[config.mk]
export PLATFORM = sky130hd
export DESIGN_NAME = lofsw_ram
export DESIGN_NICKNAME = d
export VERILOG_FILES = /design/src/hdl/lofsw_ram.sv
export SDC_FILE = /design/constraint.sdc
export NUM_CORES = 1
export LEC_CHECK = 0
export ABC_AREA = 1
export BUFFER_PORTS_ARGS = -buffer_cell sky130_fd_sc_hd__buf_2
export CAP_MARGIN = 15
export CELL_PAD_IN_SITES_DETAIL_PLACEMENT = 0
export CELL_PAD_IN_SITES_GLOBAL_PLACEMENT = 1
export CORE_UTILIZATION = 30
export DETAILED_ROUTE_END_ITERATION = 8
export PLACE_DENSITY_LB_ADDON = 0.1
export SLEW_MARGIN = 10
export SYNTH_ARGS = -nofsm -noshare
export SYNTH_HDL_FRONTEND = slang
export SYNTH_SLANG_ARGS = --single-unit
[constraint.sdc]
create_clock -name clk -period 1.5 [get_ports clk]
set_input_delay 0.075 -clock clk [delete_from_list [all_inputs] [get_ports clk]]
set_output_delay 0.075 -clock clk [all_outputs]
set_load 0.05 [all_outputs]
[src/hdl/lofsw_ram.sv]
module lofsw_ram #(
    parameter int AW = 5,
    parameter int DW = 5
) (
    input  logic          clk,
    input  logic          we,
    input  logic [AW-1:0] waddr,
    input  logic [DW-1:0] wdata,
    input  logic [AW-1:0] raddr,
    output logic [DW-1:0] rdata
);

    logic [DW-1:0] mem [2**AW];

    always_ff @(posedge clk)
    begin
        if (we)
        begin
            mem[waddr] <= wdata;
        end
        rdata <= mem[raddr];
    end

endmodule

== Yosys cells after proc, flatten, opt, wreduce, memory -nomap -nowiden ==
Memory sizes are Yosys's and may differ from the RTL's. A register that Yosys moved wholly into a read port is not among the register bits.
Cells that the tools add are included.

* Mux-type cells: 2

{| class="wikitable"
|+ Operators by type and width
! operator !! count
|-
| two-way mux 1 bit || 2
|}

* Word-level logic and storage cells: 3
* Bits of input ports: 17
* Register bits: 0
* Memory bits (writable): 160
* Memories: 1

{| class="wikitable"
|+ Memory list
! name !! words !! width !! rd ports !! clocked after memory_dff !! wr ports !! line !! source
|-
| mem || 32 || 5 || 1 || 1 || 1 || 13 || <nowiki>logic [DW-1:0] mem [2**AW];</nowiki>
|}

== Logic depth before layout (Yosys ltp) ==
* Word-level depth: 2
* Mapped depth: 11
* Mapped depth without buffers: 9

== Least setup slack after synthesis ==
No wires, ideal clock.

* Path type: input-to-reg
* Start point: input waddr[0]
* End point: memory mem[0][0], enable pin
* Data required time: 1.160 ns
* Arrival: 0.615 ns
* Stages: 3
* Setup slack: 0.546 ns
* Path buffers: 0
* Cell sequence: inv_1 -> nand3_1 -> nor2_1

{| class="wikitable"
|+ RTL lines
! what !! line !! source
|-
| from (decl) || 7 || <nowiki>input logic [AW-1:0] waddr,</nowiki>
|-
| to (decl) || 13 ||
|}

Straight into the memory's write port.

==> metrics.txt <==
synth unique cells=15; Nets=671; period utilization=77.6%; PD cells=1310 nW/um^2; Final Hold Vio Count=0; CTS tree=yes; CP arrival=1490 ps; Slew @ Worst Pin=404 ps; Fin Setup TNS=0 ps; Synthesis Warnings=0; Syn Inst Count=595; Tmin final=1160 ps; drt first pass iters=8; Slew HR=73.0%; GR met3 Demand/Resource=2.87%; initial antenna violation count=0; DRC viols=1; leakage dissipation=3.09 nW; final worst slack=336 ps; GRT Max-Usage Layer=met2; setup bufs post-CTS=0; #FFs+latches synth=165; VDD IR-drop max=0.000798 V; Synth Flop Type=edfxtp_1; FP Rows=54; M2 GR Usage=25.9%; Max Clock Skew=6.45 ps; Total Routing Usage GR=16.0%; Synth area leader=edfxtp_1; die area=23,300 sq um; GPL Wtd Cong=0.731; global-route wire length before repair=27,100 um; status=finished, violations left; share of layout cells above drive strength 1=15.0%; via/cell ratio=4.64; Final HPWL DP=10,900 um; Critical Path Fanout Max=1; number of buffers created by CTS=17; Overflow after GRT=0; crit path kind=reg -> reg; final slew viol count=0; Synth Cell Area=6800 sq um; maximum clock path buffer count=2; clk slew on worst S/H paths=60 ps; Post-CTS Resized=0; wire per inst=18.4 um; RSZ-0062 raised after global routing=false; Synth top area share=70.7%; fraction of registers with async set/reset=0%; die width=153 um; Chip Height=153 um; Vias=4,397; Setup-failing EPs final=0; EDFF count, synth=160; Routed Antenna Nets=0; maxcap violations=0; Hold Buf Count CTS=1; register area=4900 sq um; sequential share of the synthesized area=72.2%; Multi-input gate area=1630 sq um; H-tree levels=4; failing checks=design-rule violations; input/output buffers=21; crit start category=flop; fillcell total=2,166; ANT cells=0; final hold slack=76.2 ps; dominant cells by area after synthesis=edfxtp_1 71%, nand2_1 12%, nand3_1 9.7%; Post-synth top cells=225 x nand2_1, 160 x edfxtp_1, 132 x nand3_1; DRT Wirelength=17,500 um; dpl ws=185 ps; met1 usage=21.7%; num ports=22; clock sinks=165; largest net degree at the start of global routing=51; Worst Path Required=1820 ps; Clk Latency, worst-skew pair=420 ps; vias in the first global route=4,515; Initial DRC Count=332; most common cell in the netlist=nand2_1; Starting Density=30.9%; Mean Syn Cell Area=11.4 sq um; syn nets=612; root buffer cell=clkbuf_16; Max Fclk=859 MHz; Critical Path Sink Type=flop; CORE AREA=22,000 sq um; HP Class=in -> reg; area grow syn2layout=20.7%
-- worst max-delay path: stages, from the launching register on --
cell and delay, ps:
edfxtp_1 380, nand2_1 90, nand3_1 80, nand3_1 130
nand2_1 80, nand2_1 130, nand2_1 80, nand2_1 60
nand2_1 40
-- cell usage in the layout (no fill, tap or decap), drive strengths merged --
master       instances
buf                 70
bufinv               6
clkbuf              18
clkinv               7
clkinvlp             2
dfxtp                5
dlygate4sd3          1
edfxtp             160
inv                  9
nand2              225
nand3              132
nor2                32
-- where the power goes --
part	internal [mW]	total [mW]	switching (mW)
clock	3.11	4.84	1.73
combinational	0.225	0.759	0.534
sequential	5.12	5.14	0.0150
-- cell type report --
| class | instances | area share, % |
|---|---|---|
| flip-flops and latches | 165 | 59.8 |
| inverters | 10 | 0.518 |
| well taps | 280 | 4.27 |
| multi-input cells | 389 | 19.8 |
| repair buffers | 71 | 7.56 |
| clock buffers | 18 | 5.23 |
| clock inverters | 14 | 2.84 |
-- layer usage --
metal | up-vias | routed length [um]
li1 | 2175 | -
met1 | 2143 | 8390
met2 | 60 | 8420
met3 | 19 | 413
met4 | 0 | 238
met5 | - | 0
-- stage by stage --
stage	total power, mW	utilization (%)	instances	cell area [sq um]
2_1_floorplan	5.67	-	595	6800
3_3_place_gp	6.02	34.2	914	7530
3_5_place_dp	6.02	34.2	914	7530
4_1_cts	10.8	37.3	947	8210
5_1_grt	11.1	37.3	947	8210
6_report	10.7	37.3	947	8210
-- cells by family after synthesis --
logic type	count (synthesis)	share of synthesized area, %
and+or+nand+nor	389	23.9
buffers and inverters	41	3.92
DFF	165	72.2
-- worst paths after layout --
kind / cells past startpoint / slack (ps) / start / endpoint
worst max-delay path: 8 / 340 / mem[1][4] / rdata[4]
worst min-delay path: 1 / 80 / wdata[3] / mem[1][3]
worst max register to register: 8 / 340 / mem[1][4] / rdata[4]
worst min register to register: 8 / 770 / mem[26][1] / rdata[1]
-- flip-flops by register name (all words and copies together) (netlist names) --
name   cells
mem      160
rdata      5
(Power assumes the default switching activity.)
